===== src/rtl/wsdf_pkg.sv =====
// ----------------------------------------------------------------------------
// wsdf_pkg
// Shared types and codes of the websocket frame deframer.
// ----------------------------------------------------------------------------
package wsdf_pkg;

  localparam int unsigned LenW = 63;

  // result kinds
  localparam logic [1:0] KIND_HEADER  = 2'd0;
  localparam logic [1:0] KIND_PAYLOAD = 2'd1;
  localparam logic [1:0] KIND_DISCARD = 2'd2;

  // close reasons
  localparam logic [1:0] ERR_NONE     = 2'd0;
  localparam logic [1:0] ERR_PROTOCOL = 2'd1;
  localparam logic [1:0] ERR_TOO_BIG  = 2'd2;

  // header field constants
  localparam logic [6:0] LEN_CODE_16 = 7'd126;
  localparam logic [6:0] LEN_CODE_64 = 7'd127;
  localparam logic [7:0] RSV_MASK    = 8'h70;
  localparam int unsigned HdrMax     = 14;
  localparam logic [LenW-1:0] MAX_FRAME_RESET = 63'd1048576;

  typedef struct packed {
    logic [1:0]      item_kind;
    logic [7:0]      payload_byte;
    logic            frame_start;
    logic            frame_end;
    logic            fin_flag;
    logic [3:0]      frame_opcode;
    logic            is_control;
    logic [LenW-1:0] payload_length;
    logic [1:0]      error_code;
  } result_t;

endpackage


===== src/rtl/wsdf_in_if.sv =====
// ----------------------------------------------------------------------------
// wsdf_in_if
// Byte stream channel into the deframer.
// ----------------------------------------------------------------------------
interface wsdf_in_if;
  logic       valid;
  logic       ready;
  logic [7:0] data_byte;

  modport source (output valid, output data_byte, input ready);
  modport sink (input valid, input data_byte, output ready);
endinterface


===== src/rtl/wsdf_out_if.sv =====
// ----------------------------------------------------------------------------
// wsdf_out_if
// Result channel out of the deframer.
// ----------------------------------------------------------------------------
interface wsdf_out_if;
  logic        valid;
  logic        ready;
  logic [1:0]  item_kind;
  logic [7:0]  payload_byte;
  logic        frame_start;
  logic        frame_end;
  logic        fin_flag;
  logic [3:0]  frame_opcode;
  logic        is_control;
  logic [62:0] payload_length;
  logic [1:0]  error_code;

  modport source (output valid, output item_kind, output payload_byte,
                  output frame_start, output frame_end, output fin_flag,
                  output frame_opcode, output is_control, output payload_length,
                  output error_code, input ready);
  modport sink (input valid, input item_kind, input payload_byte,
                input frame_start, input frame_end, input fin_flag,
                input frame_opcode, input is_control, input payload_length,
                input error_code, output ready);
endinterface


===== src/rtl/wsdf_front.sv =====
// ----------------------------------------------------------------------------
// wsdf_front
// Header collection and checks, payload unmasking; one byte a cycle on accept.
// ----------------------------------------------------------------------------
module wsdf_front (
  input  logic                          clk,
  input  logic                          rst,
  input  logic                          cfg_we,
  input  logic [wsdf_pkg::LenW-1:0]     cfg_data,
  input  logic                          accept,
  input  logic [7:0]                    data_byte,
  output wsdf_pkg::result_t             result
);

  localparam logic [1:0] PH_HEADER  = 2'd0;
  localparam logic [1:0] PH_PAYLOAD = 2'd1;
  localparam logic [1:0] PH_ERROR   = 2'd2;

  logic [1:0]                  phase;
  logic [7:0]                  header_store [wsdf_pkg::HdrMax];
  logic [3:0]                  hdr_fill;
  logic                        current_fin;
  logic [3:0]                  current_opcode;
  logic [31:0]                 mask_key;
  logic [wsdf_pkg::LenW-1:0]   declared_bytes;
  logic [wsdf_pkg::LenW-1:0]   remaining;
  logic [1:0]                  key_idx;
  logic [1:0]                  error_latched;
  logic [wsdf_pkg::LenW-1:0]   size_limit;

  logic [7:0]  hdr_v [wsdf_pkg::HdrMax];
  logic [3:0]  count_inc;
  logic [3:0]  needed;
  logic        complete;
  logic [7:0]  b0;
  logic [7:0]  b1;
  logic [63:0] len_sel;
  logic [1:0]  hdr_err;
  logic [31:0] key_sel;
  logic [7:0]  key_byte;
  logic        last_payload;

  // header view with the current byte in place
  always_comb begin
    for (int i = 0; i < wsdf_pkg::HdrMax; i++) begin
      hdr_v[i] = (hdr_fill == 4'(i)) ? data_byte : header_store[i];
    end
  end

  assign b0        = hdr_v[0];
  assign b1        = hdr_v[1];
  assign count_inc = hdr_fill + 4'd1;

  // header length and completion
  always_comb begin
    needed = 4'd2;
    if (b1[6:0] == wsdf_pkg::LEN_CODE_16) begin
      needed = 4'd4;
    end else if (b1[6:0] == wsdf_pkg::LEN_CODE_64) begin
      needed = 4'd10;
    end
    if (b1[7]) begin
      needed = needed + 4'd4;
    end
    complete = (count_inc >= 4'd2) && (count_inc >= needed);
  end

  // length, mask key and checks
  always_comb begin
    len_sel = {57'd0, b1[6:0]};
    key_sel = {hdr_v[2], hdr_v[3], hdr_v[4], hdr_v[5]};
    if (b1[6:0] == wsdf_pkg::LEN_CODE_16) begin
      len_sel = {48'd0, hdr_v[2], hdr_v[3]};
      key_sel = {hdr_v[4], hdr_v[5], hdr_v[6], hdr_v[7]};
    end else if (b1[6:0] == wsdf_pkg::LEN_CODE_64) begin
      len_sel = {hdr_v[2], hdr_v[3], hdr_v[4], hdr_v[5],
                 hdr_v[6], hdr_v[7], hdr_v[8], hdr_v[9]};
      key_sel = {hdr_v[10], hdr_v[11], hdr_v[12], hdr_v[13]};
    end
    hdr_err = wsdf_pkg::ERR_NONE;
    if ((b0 & wsdf_pkg::RSV_MASK) != 8'd0) begin
      hdr_err = wsdf_pkg::ERR_PROTOCOL;
    end else if (!b1[7]) begin
      hdr_err = wsdf_pkg::ERR_PROTOCOL;
    end else if (len_sel[63]) begin
      hdr_err = wsdf_pkg::ERR_TOO_BIG;
    end else if (len_sel[62:0] > size_limit) begin
      hdr_err = wsdf_pkg::ERR_TOO_BIG;
    end
  end

  // rotating mask byte
  always_comb begin
    case (key_idx)
      2'd0:    key_byte = mask_key[31:24];
      2'd1:    key_byte = mask_key[23:16];
      2'd2:    key_byte = mask_key[15:8];
      default: key_byte = mask_key[7:0];
    endcase
  end

  assign last_payload = (remaining == {{(wsdf_pkg::LenW-1){1'b0}}, 1'b1});

  // result of the byte at hand
  always_comb begin
    result                = '0;
    result.fin_flag       = current_fin;
    result.frame_opcode   = current_opcode;
    result.is_control     = current_opcode[3];
    result.payload_length = declared_bytes;
    result.error_code     = error_latched;
    case (phase)
      PH_ERROR: begin
        result.item_kind = wsdf_pkg::KIND_DISCARD;
      end
      PH_PAYLOAD: begin
        result.item_kind    = wsdf_pkg::KIND_PAYLOAD;
        result.payload_byte = data_byte ^ key_byte;
        result.frame_end    = last_payload;
      end
      default: begin
        result.item_kind = wsdf_pkg::KIND_HEADER;
        if (complete) begin
          result.fin_flag     = b0[7];
          result.frame_opcode = b0[3:0];
          result.is_control   = b0[3];
          if (hdr_err != wsdf_pkg::ERR_NONE) begin
            result.error_code = hdr_err;
          end else begin
            result.frame_start    = 1'b1;
            result.payload_length = len_sel[62:0];
            result.frame_end      = (len_sel == 64'd0);
          end
        end
      end
    endcase
  end

  // header bytes
  always_ff @(posedge clk) begin
    if (accept && phase == PH_HEADER && hdr_fill < 4'(wsdf_pkg::HdrMax)) begin
      header_store[hdr_fill] <= data_byte;
    end
  end

  // config register
  always_ff @(posedge clk) begin
    if (rst) begin
      size_limit <= wsdf_pkg::MAX_FRAME_RESET;
    end else if (cfg_we) begin
      size_limit <= cfg_data;
    end
  end

  // frame state
  always_ff @(posedge clk) begin
    if (rst) begin
      phase          <= PH_HEADER;
      hdr_fill       <= 4'd0;
      current_fin    <= 1'b0;
      current_opcode <= 4'd0;
      mask_key       <= 32'd0;
      declared_bytes <= '0;
      remaining      <= '0;
      key_idx        <= 2'd0;
      error_latched  <= wsdf_pkg::ERR_NONE;
    end else if (accept) begin
      case (phase)
        PH_PAYLOAD: begin
          if (last_payload) begin
            phase          <= PH_HEADER;
            hdr_fill       <= 4'd0;
            current_fin    <= 1'b0;
            current_opcode <= 4'd0;
            declared_bytes <= '0;
            remaining      <= '0;
          end else begin
            remaining <= remaining - 1'b1;
            key_idx   <= key_idx + 2'd1;
          end
        end
        PH_HEADER: begin
          hdr_fill <= count_inc;
          if (complete) begin
            current_fin    <= b0[7];
            current_opcode <= b0[3:0];
            if (hdr_err != wsdf_pkg::ERR_NONE) begin
              error_latched <= hdr_err;
              phase         <= PH_ERROR;
            end else if (len_sel == 64'd0) begin
              mask_key       <= key_sel;
              hdr_fill       <= 4'd0;
              current_fin    <= 1'b0;
              current_opcode <= 4'd0;
            end else begin
              mask_key       <= key_sel;
              declared_bytes <= len_sel[62:0];
              remaining      <= len_sel[62:0];
              key_idx        <= 2'd0;
              phase          <= PH_PAYLOAD;
            end
          end
        end
        default: begin
          phase <= PH_ERROR;
        end
      endcase
    end
  end

endmodule


===== src/rtl/wsdf_queue.sv =====
// ----------------------------------------------------------------------------
// wsdf_queue
// Short result queue; its head drives the result channel.
// ----------------------------------------------------------------------------
module wsdf_queue #(
  parameter int unsigned Depth = 2
) (
  input  logic              clk,
  input  logic              rst,
  input  logic              push,
  input  wsdf_pkg::result_t push_data,
  output logic              has_room,
  wsdf_out_if.source        tx
);

  localparam int unsigned PtrW = (Depth > 1) ? $clog2(Depth) : 1;
  localparam int unsigned CntW = $clog2(Depth + 1);

  wsdf_pkg::result_t mem [Depth];
  logic [PtrW-1:0]   wr_ptr;
  logic [PtrW-1:0]   rd_ptr;
  logic [CntW-1:0]   count;
  logic              pop;
  wsdf_pkg::result_t head;

  assign has_room = (count != CntW'(Depth));
  assign pop      = tx.valid && tx.ready;

  // storage
  always_ff @(posedge clk) begin
    if (push) begin
      mem[wr_ptr] <= push_data;
    end
  end

  // pointers and fill level
  always_ff @(posedge clk) begin
    if (rst) begin
      wr_ptr <= '0;
      rd_ptr <= '0;
      count  <= '0;
    end else begin
      if (push) begin
        wr_ptr <= (wr_ptr == PtrW'(Depth - 1)) ? '0 : wr_ptr + 1'b1;
      end
      if (pop) begin
        rd_ptr <= (rd_ptr == PtrW'(Depth - 1)) ? '0 : rd_ptr + 1'b1;
      end
      if (push && !pop) begin
        count <= count + 1'b1;
      end else if (pop && !push) begin
        count <= count - 1'b1;
      end
    end
  end

  // head beat
  assign head              = mem[rd_ptr];
  assign tx.valid          = (count != '0);
  assign tx.item_kind      = head.item_kind;
  assign tx.payload_byte   = head.payload_byte;
  assign tx.frame_start    = head.frame_start;
  assign tx.frame_end      = head.frame_end;
  assign tx.fin_flag       = head.fin_flag;
  assign tx.frame_opcode   = head.frame_opcode;
  assign tx.is_control     = head.is_control;
  assign tx.payload_length = head.payload_length;
  assign tx.error_code     = head.error_code;

endmodule


===== src/rtl/websocket_frame_deframer_unit.sv =====
// ----------------------------------------------------------------------------
// websocket_frame_deframer_unit
// Server-side websocket frame deframer: header parse, checks and unmasking.
// ----------------------------------------------------------------------------
//  channel | dir | beat
//  rx      | in  | one received byte of the frame stream
//  tx      | out | one result per received byte
//  cfg     | in  | frame size limit write, no read-back
//
//  one byte is taken per cycle while the result queue has room; its result
//  is queued the same edge and can leave the next cycle, so throughput is
//  one beat per cycle, set by the header/payload state update.
//  rst is synchronous and clears the frame state, the error and the queue.
//  rx stalls only when the result queue (QueueDepth beats) is full.
module websocket_frame_deframer_unit #(
  parameter int unsigned QueueDepth = 2
) (
  input  logic        clk,
  input  logic        rst,
  input  logic        cfg_we,
  input  logic [62:0] cfg_data,
  wsdf_in_if.sink     rx,
  wsdf_out_if.source  tx
);

  logic              accept;
  logic              has_room;
  wsdf_pkg::result_t result;

  assign rx.ready = has_room;
  assign accept   = rx.valid && has_room;

  // front: parse and unmask
  wsdf_front u_front (
    .clk       (clk),
    .rst       (rst),
    .cfg_we    (cfg_we),
    .cfg_data  (cfg_data),
    .accept    (accept),
    .data_byte (rx.data_byte),
    .result    (result)
  );

  // back: result queue
  wsdf_queue #(
    .Depth (QueueDepth)
  ) u_queue (
    .clk       (clk),
    .rst       (rst),
    .push      (accept),
    .push_data (result),
    .has_room  (has_room),
    .tx        (tx)
  );

  // a payload or frame start beat never carries an error
  assert property (@(posedge clk) disable iff (rst)
    tx.valid && (tx.item_kind == wsdf_pkg::KIND_PAYLOAD || tx.frame_start)
    |-> tx.error_code == wsdf_pkg::ERR_NONE)
    else $error("payload beat with error code");

  // a stalled input means results are waiting
  assert property (@(posedge clk) disable iff (rst)
    !rx.ready |-> tx.valid)
    else $error("input stalled with empty queue");

  // a discard beat always reports the latched error
  assert property (@(posedge clk) disable iff (rst)
    tx.valid && tx.item_kind == wsdf_pkg::KIND_DISCARD
    |-> tx.error_code != wsdf_pkg::ERR_NONE)
    else $error("discard beat without error");

endmodule


===== src/flat_wrapper.sv =====
// flat-port wrapper written by rule: the top's interface ports become plain ports
module websocket_frame_deframer_unit_flat 
#(
  parameter int unsigned QueueDepth = 2
)
  (clk, rst, cfg_we, cfg_data, rx_valid, rx_data_byte, rx_ready, tx_valid, tx_item_kind, tx_payload_byte, tx_frame_start, tx_frame_end, tx_fin_flag, tx_frame_opcode, tx_is_control, tx_payload_length, tx_error_code, tx_ready);
  wsdf_in_if rx_i ();
  wsdf_out_if tx_i ();
  input  logic clk;
  input  logic rst;
  input  logic cfg_we;
  input  logic [62:0] cfg_data;
  input wire logic [$bits(rx_i.valid)-1:0] rx_valid;
  input wire logic [$bits(rx_i.data_byte)-1:0] rx_data_byte;
  output wire logic [$bits(rx_i.ready)-1:0] rx_ready;
  output wire logic [$bits(tx_i.valid)-1:0] tx_valid;
  output wire logic [$bits(tx_i.item_kind)-1:0] tx_item_kind;
  output wire logic [$bits(tx_i.payload_byte)-1:0] tx_payload_byte;
  output wire logic [$bits(tx_i.frame_start)-1:0] tx_frame_start;
  output wire logic [$bits(tx_i.frame_end)-1:0] tx_frame_end;
  output wire logic [$bits(tx_i.fin_flag)-1:0] tx_fin_flag;
  output wire logic [$bits(tx_i.frame_opcode)-1:0] tx_frame_opcode;
  output wire logic [$bits(tx_i.is_control)-1:0] tx_is_control;
  output wire logic [$bits(tx_i.payload_length)-1:0] tx_payload_length;
  output wire logic [$bits(tx_i.error_code)-1:0] tx_error_code;
  input wire logic [$bits(tx_i.ready)-1:0] tx_ready;
  assign rx_i.valid = rx_valid;
  assign rx_i.data_byte = rx_data_byte;
  assign rx_ready = rx_i.ready;
  assign tx_valid = tx_i.valid;
  assign tx_item_kind = tx_i.item_kind;
  assign tx_payload_byte = tx_i.payload_byte;
  assign tx_frame_start = tx_i.frame_start;
  assign tx_frame_end = tx_i.frame_end;
  assign tx_fin_flag = tx_i.fin_flag;
  assign tx_frame_opcode = tx_i.frame_opcode;
  assign tx_is_control = tx_i.is_control;
  assign tx_payload_length = tx_i.payload_length;
  assign tx_error_code = tx_i.error_code;
  assign tx_i.ready = tx_ready;
  websocket_frame_deframer_unit #(.QueueDepth(QueueDepth)) u_core (.clk(clk), .rst(rst), .cfg_we(cfg_we), .cfg_data(cfg_data), .rx(rx_i), .tx(tx_i));
endmodule

===== config.mk =====
export PLATFORM = sky130hd
export DESIGN_NAME = websocket_frame_deframer_unit_flat
export DESIGN_NICKNAME = d
export VERILOG_FILES = /design/src/rtl/wsdf_pkg.sv /design/src/rtl/wsdf_in_if.sv /design/src/rtl/wsdf_out_if.sv /design/src/rtl/wsdf_front.sv /design/src/rtl/wsdf_queue.sv /design/src/rtl/websocket_frame_deframer_unit.sv /design/src/flat_wrapper.sv
export SDC_FILE = /design/constraint.sdc
export NUM_CORES = 1
export LEC_CHECK = 0
export BUFFER_PORTS_ARGS = -buffer_cell sky130_fd_sc_hd__buf_4
export CAP_MARGIN = 10
export CORE_MARGIN = 1
export CORE_UTILIZATION = 61
export CTS_CLUSTER_SIZE = 14
export DETAILED_ROUTE_END_ITERATION = 12
export PLACE_DENSITY = 0.84
export SYNTH_ARGS = -nofsm -noshare
export SYNTH_HDL_FRONTEND = slang
export SYNTH_SLANG_ARGS = --single-unit

===== constraint.sdc =====
create_clock -name clk -period 7.9 [get_ports clk]
set_input_delay 1.185 -clock clk [delete_from_list [all_inputs] [get_ports clk]]
set_output_delay 1.185 -clock clk [all_outputs]
set_load 0.03 [all_outputs]

==> impl_metrics.json <==
{
  "finalSetupTns_ns": 0,
  "startpoint": "u_core.u_front.hdr_fill[1]",
  "worstPathRequired_ns": 8.24,
  "path_max_fanout": 43,
  "holdBufCountCts": 0,
  "synth_flop_cell": "edfxtp_1",
  "cts_resized": 0,
  "netlist_instances": 2585,
  "drv_cap": 0,
  "postSynthAreaPerCell_um2": 10.1,
  "seq_area_um2": 13100,
  "fp.dieArea_um2": 43500,
  "fp.coreArea_um2": 42000,
  "fin_nets": 2847,
  "crit_type": "reg2reg",
  "fp-row-count": 75,
  "slew-limit-headroom_pct": 10.6,
  "vias": 22400,
  "finalHoldViolCount": 0,
  "cp.arrival_ns": 7.88,
  "rsz0062_at_grt": "false",
  "ant_nets": 0,
  "hp-start": "u_core.u_front.declared_bytes[54]",
  "clock-sinks": 517,
  "die_height_um": 209,
  "vias_per_cell": 6.84,
  "root_buffer": "clkbuf_16",
  "overflow": 0,
  "drt_iter0_drc": 3444,
  "synth_seq_area_share_pct": 50.4,
  "min_path_type": "reg2reg",
  "synthesis.nets": 2742,
  "fmax_ghz": 0.133,
  "grt_max_degree": 100,
  "clock_latency_ns": 0.60,
  "yosys_warnings": 0,
  "synth_top_area_cell": "edfxtp_1",
  "post-route-period-util_pct": 95.5,
  "final_cell_mix": "276 x edfxtp_1, 268 x nor2_1, 240 x dfxtp_1",
  "synth_edf_count": 276,
  "drv_slew": 0,
  "dr.pass1.iters": 6,
  "clockBufferDepth": 3,
  "cts_tree": "yes",
  "routed_wl_um": 83000,
  "synth-async-reset-ratio_pct": 0,
  "die_w_um": 209,
  "vdd_drop_max_mv": 0.224,
  "worstMarginPinSlew_ns": 1.34,
  "grt_pass1_vias": 21800,
  "numCtsBuffers": 53,
  "setup_viol": 0,
  "holdWs_ns": 0.465,
  "worstSetupEndpointType": "flop",
  "area_growth_pct": 14.3,
  "gr-usage-all-layers_pct": 37.5,
  "place_hpwl_um": 55300,
  "synth_cell_types": 74,
  "grt_pass1_wl_um": 126000,
  "r2r-start": "u_core.u_front.hdr_fill[1]",
  "cellLeakagePower_uw": 0.0114,
  "io_buffers": 160,
  "start_util_pct": 61.9,
  "pin_count": 161,
  "syn-cell-area_um2": 26000,
  "htree_levels": 2,
  "fin_crit_ns": 7.54,
  "final_common_cell": "edfxtp_1",
  "gp_congestion": 1.02,
  "drc": 0,
  "ys_ff_latch": 517,
  "skew_ns": 0.0146,
  "netlist_top_cells_area": "edfxtp_1 32%, dfxtp_1 19%, mux2_2 7.1%",
  "n_fill_cell": 3021,
  "path_clk_slew_ns": 0.06,
  "netlist.area_leader.share_pct": 31.8,
  "p_per_area_nw_per_um2": 308,
  "cts_setup_buffers": 0,
  "wl_per_cell_um": 25.3,
  "final_layout_size_suffix_gt1_share_pct": 19.3,
  "status": "finished, final reports clean",
  "antenna_found_initial": 2,
  "multi_input_comb_area_um2": 11900,
  "start_kind": "flop"
}
## final timing paths
path | endpoint | slack [ns] | cells after the start
max | u_core.u_queue.mem[1][52] | 0.36 | 16
min reg2reg | u_core.u_front.declared_bytes[54] | 0.46 | 2
max reg2reg | u_core.u_queue.mem[1][52] | 0.36 | 16
min | u_core.u_front.declared_bytes[54] | 0.46 | 2
## kinds of logic (layout without fill, tap and decap cells)
| logic type | Yosys count | in the layout | share of synthesized area [%] |
|---|---|---|---|
| mux | 278 | 278 | 11.5 |
| simple gates | 893 | 893 | 15.9 |
| buf+inv | 287 | 437 | 4.34 |
| other cells | 0 | 1 | 0 |
| xor+xnor | 21 | 21 | 0.706 |
| compound gates | 508 | 508 | 13.4 |
| flops | 517 | 517 | 50.4 |
| fa+ha+maj | 81 | 81 | 3.89 |
## cell usage after synthesis, types with 7 or more instances
cell type,count
o32ai_1,22
a21oi_1,151
mux2i_1,114
clkbuf_1,166
o211ai_1,35
nor2_1,274
a311oi_1,23
o31ai_1,24
nor3b_1,8
nor3_1,86
or2_2,11
o2111ai_1,30
o22ai_1,18
xnor2_1,14
or3_1,16
nor4_1,19
dfxtp_1,241
nor2b_1,11
a21o_1,7
a222oi_1,8
buf_1,17
o21ai_0,66
nand2b_1,11
a211oi_1,36
a22oi_1,17
nand3_1,158
and2_1,10
nand2_1,221
ha_1,81
mux2_2,164
or4_1,16
a22o_1,10
inv_1,92
nand4_1,20
xor2_1,7
nand3b_1,12
edfxtp_1,276
a221oi_1,8
a32o_1,7
## power by group
group          leakage, uW  switching, uW  total, uW  internal (uW)
Clock             0.000896           1060       2640           1580
Combinational      0.00596           2230       3320           1090
Sequential         0.00455            111       3220           3110
Total               0.0114           3400       9180           5780
## critical path, cell delays in order, from the launching register on
cell,delay (ns)
dfxtp_1,0.36
inv_1,0.13
ha_1,0.35
or3b_2,0.67
nor4_1,0.70
nor2_4,0.40
nor2_1,0.66
ha_1,0.28
nand4_1,0.23
or4_1,0.61
or4_1,0.47
a311o_1,0.37
nor4b_1,0.17
a31oi_1,0.74
nor2_4,0.43
buf_12,0.31
mux2_2,0.32
## area by class of cell
cell class / count / share of cell area [%]
clock inverter: 21 / 0.959
clock buffer: 79 / 5.20
tap: 539 / 2.27
multi-input combinational: 1781 / 40.0
antenna: 1 / 0.00841
sequential: 517 / 44.1
timing repair buffer: 243 / 6.31
inverter: 94 / 1.19
## sequential cells by signal, summed over array words and instances (netlist names), named ones only
name                           count
u_core.u_front.current_fin         1
u_core.u_front.current_opcode      4
u_core.u_front.declared_bytes     63
u_core.u_front.error_latched       2
u_core.u_front.hdr_fill            4
u_core.u_front.header_store      112
u_core.u_front.key_idx             2
u_core.u_front.mask_key           32
u_core.u_front.phase               2
u_core.u_front.remaining          63
u_core.u_front.size_limit         63
u_core.u_queue.count               2
u_core.u_queue.mem               164
u_core.u_queue.rd_ptr              1
u_core.u_queue.wr_ptr              1
## layer usage
metal  wire [um]  vias up  GRT usage, %
met5          13        -             0
met2       38000     1494          59.3
met1       30600    10800          47.3
met3        9910      336          9.69
met4        4470        2          19.7
li1            -     9794             -
## per-stage QoR
stage                     instances  utilization, %  setup slack (ns)  total power [uW]  area, um2
after floorplan                2585               -              2.01              5430      26000
after global placement         3174            66.4             0.778              6430      27900
after detailed placement       3174            66.4             0.547              6480      27900
after CTS                      3274            70.8             0.650              9090      29800
after global routing           3274            70.8             0.201              9490      29800
final                          3275            70.8             0.357              9180      29800
(Power assumes the default switching activity.)
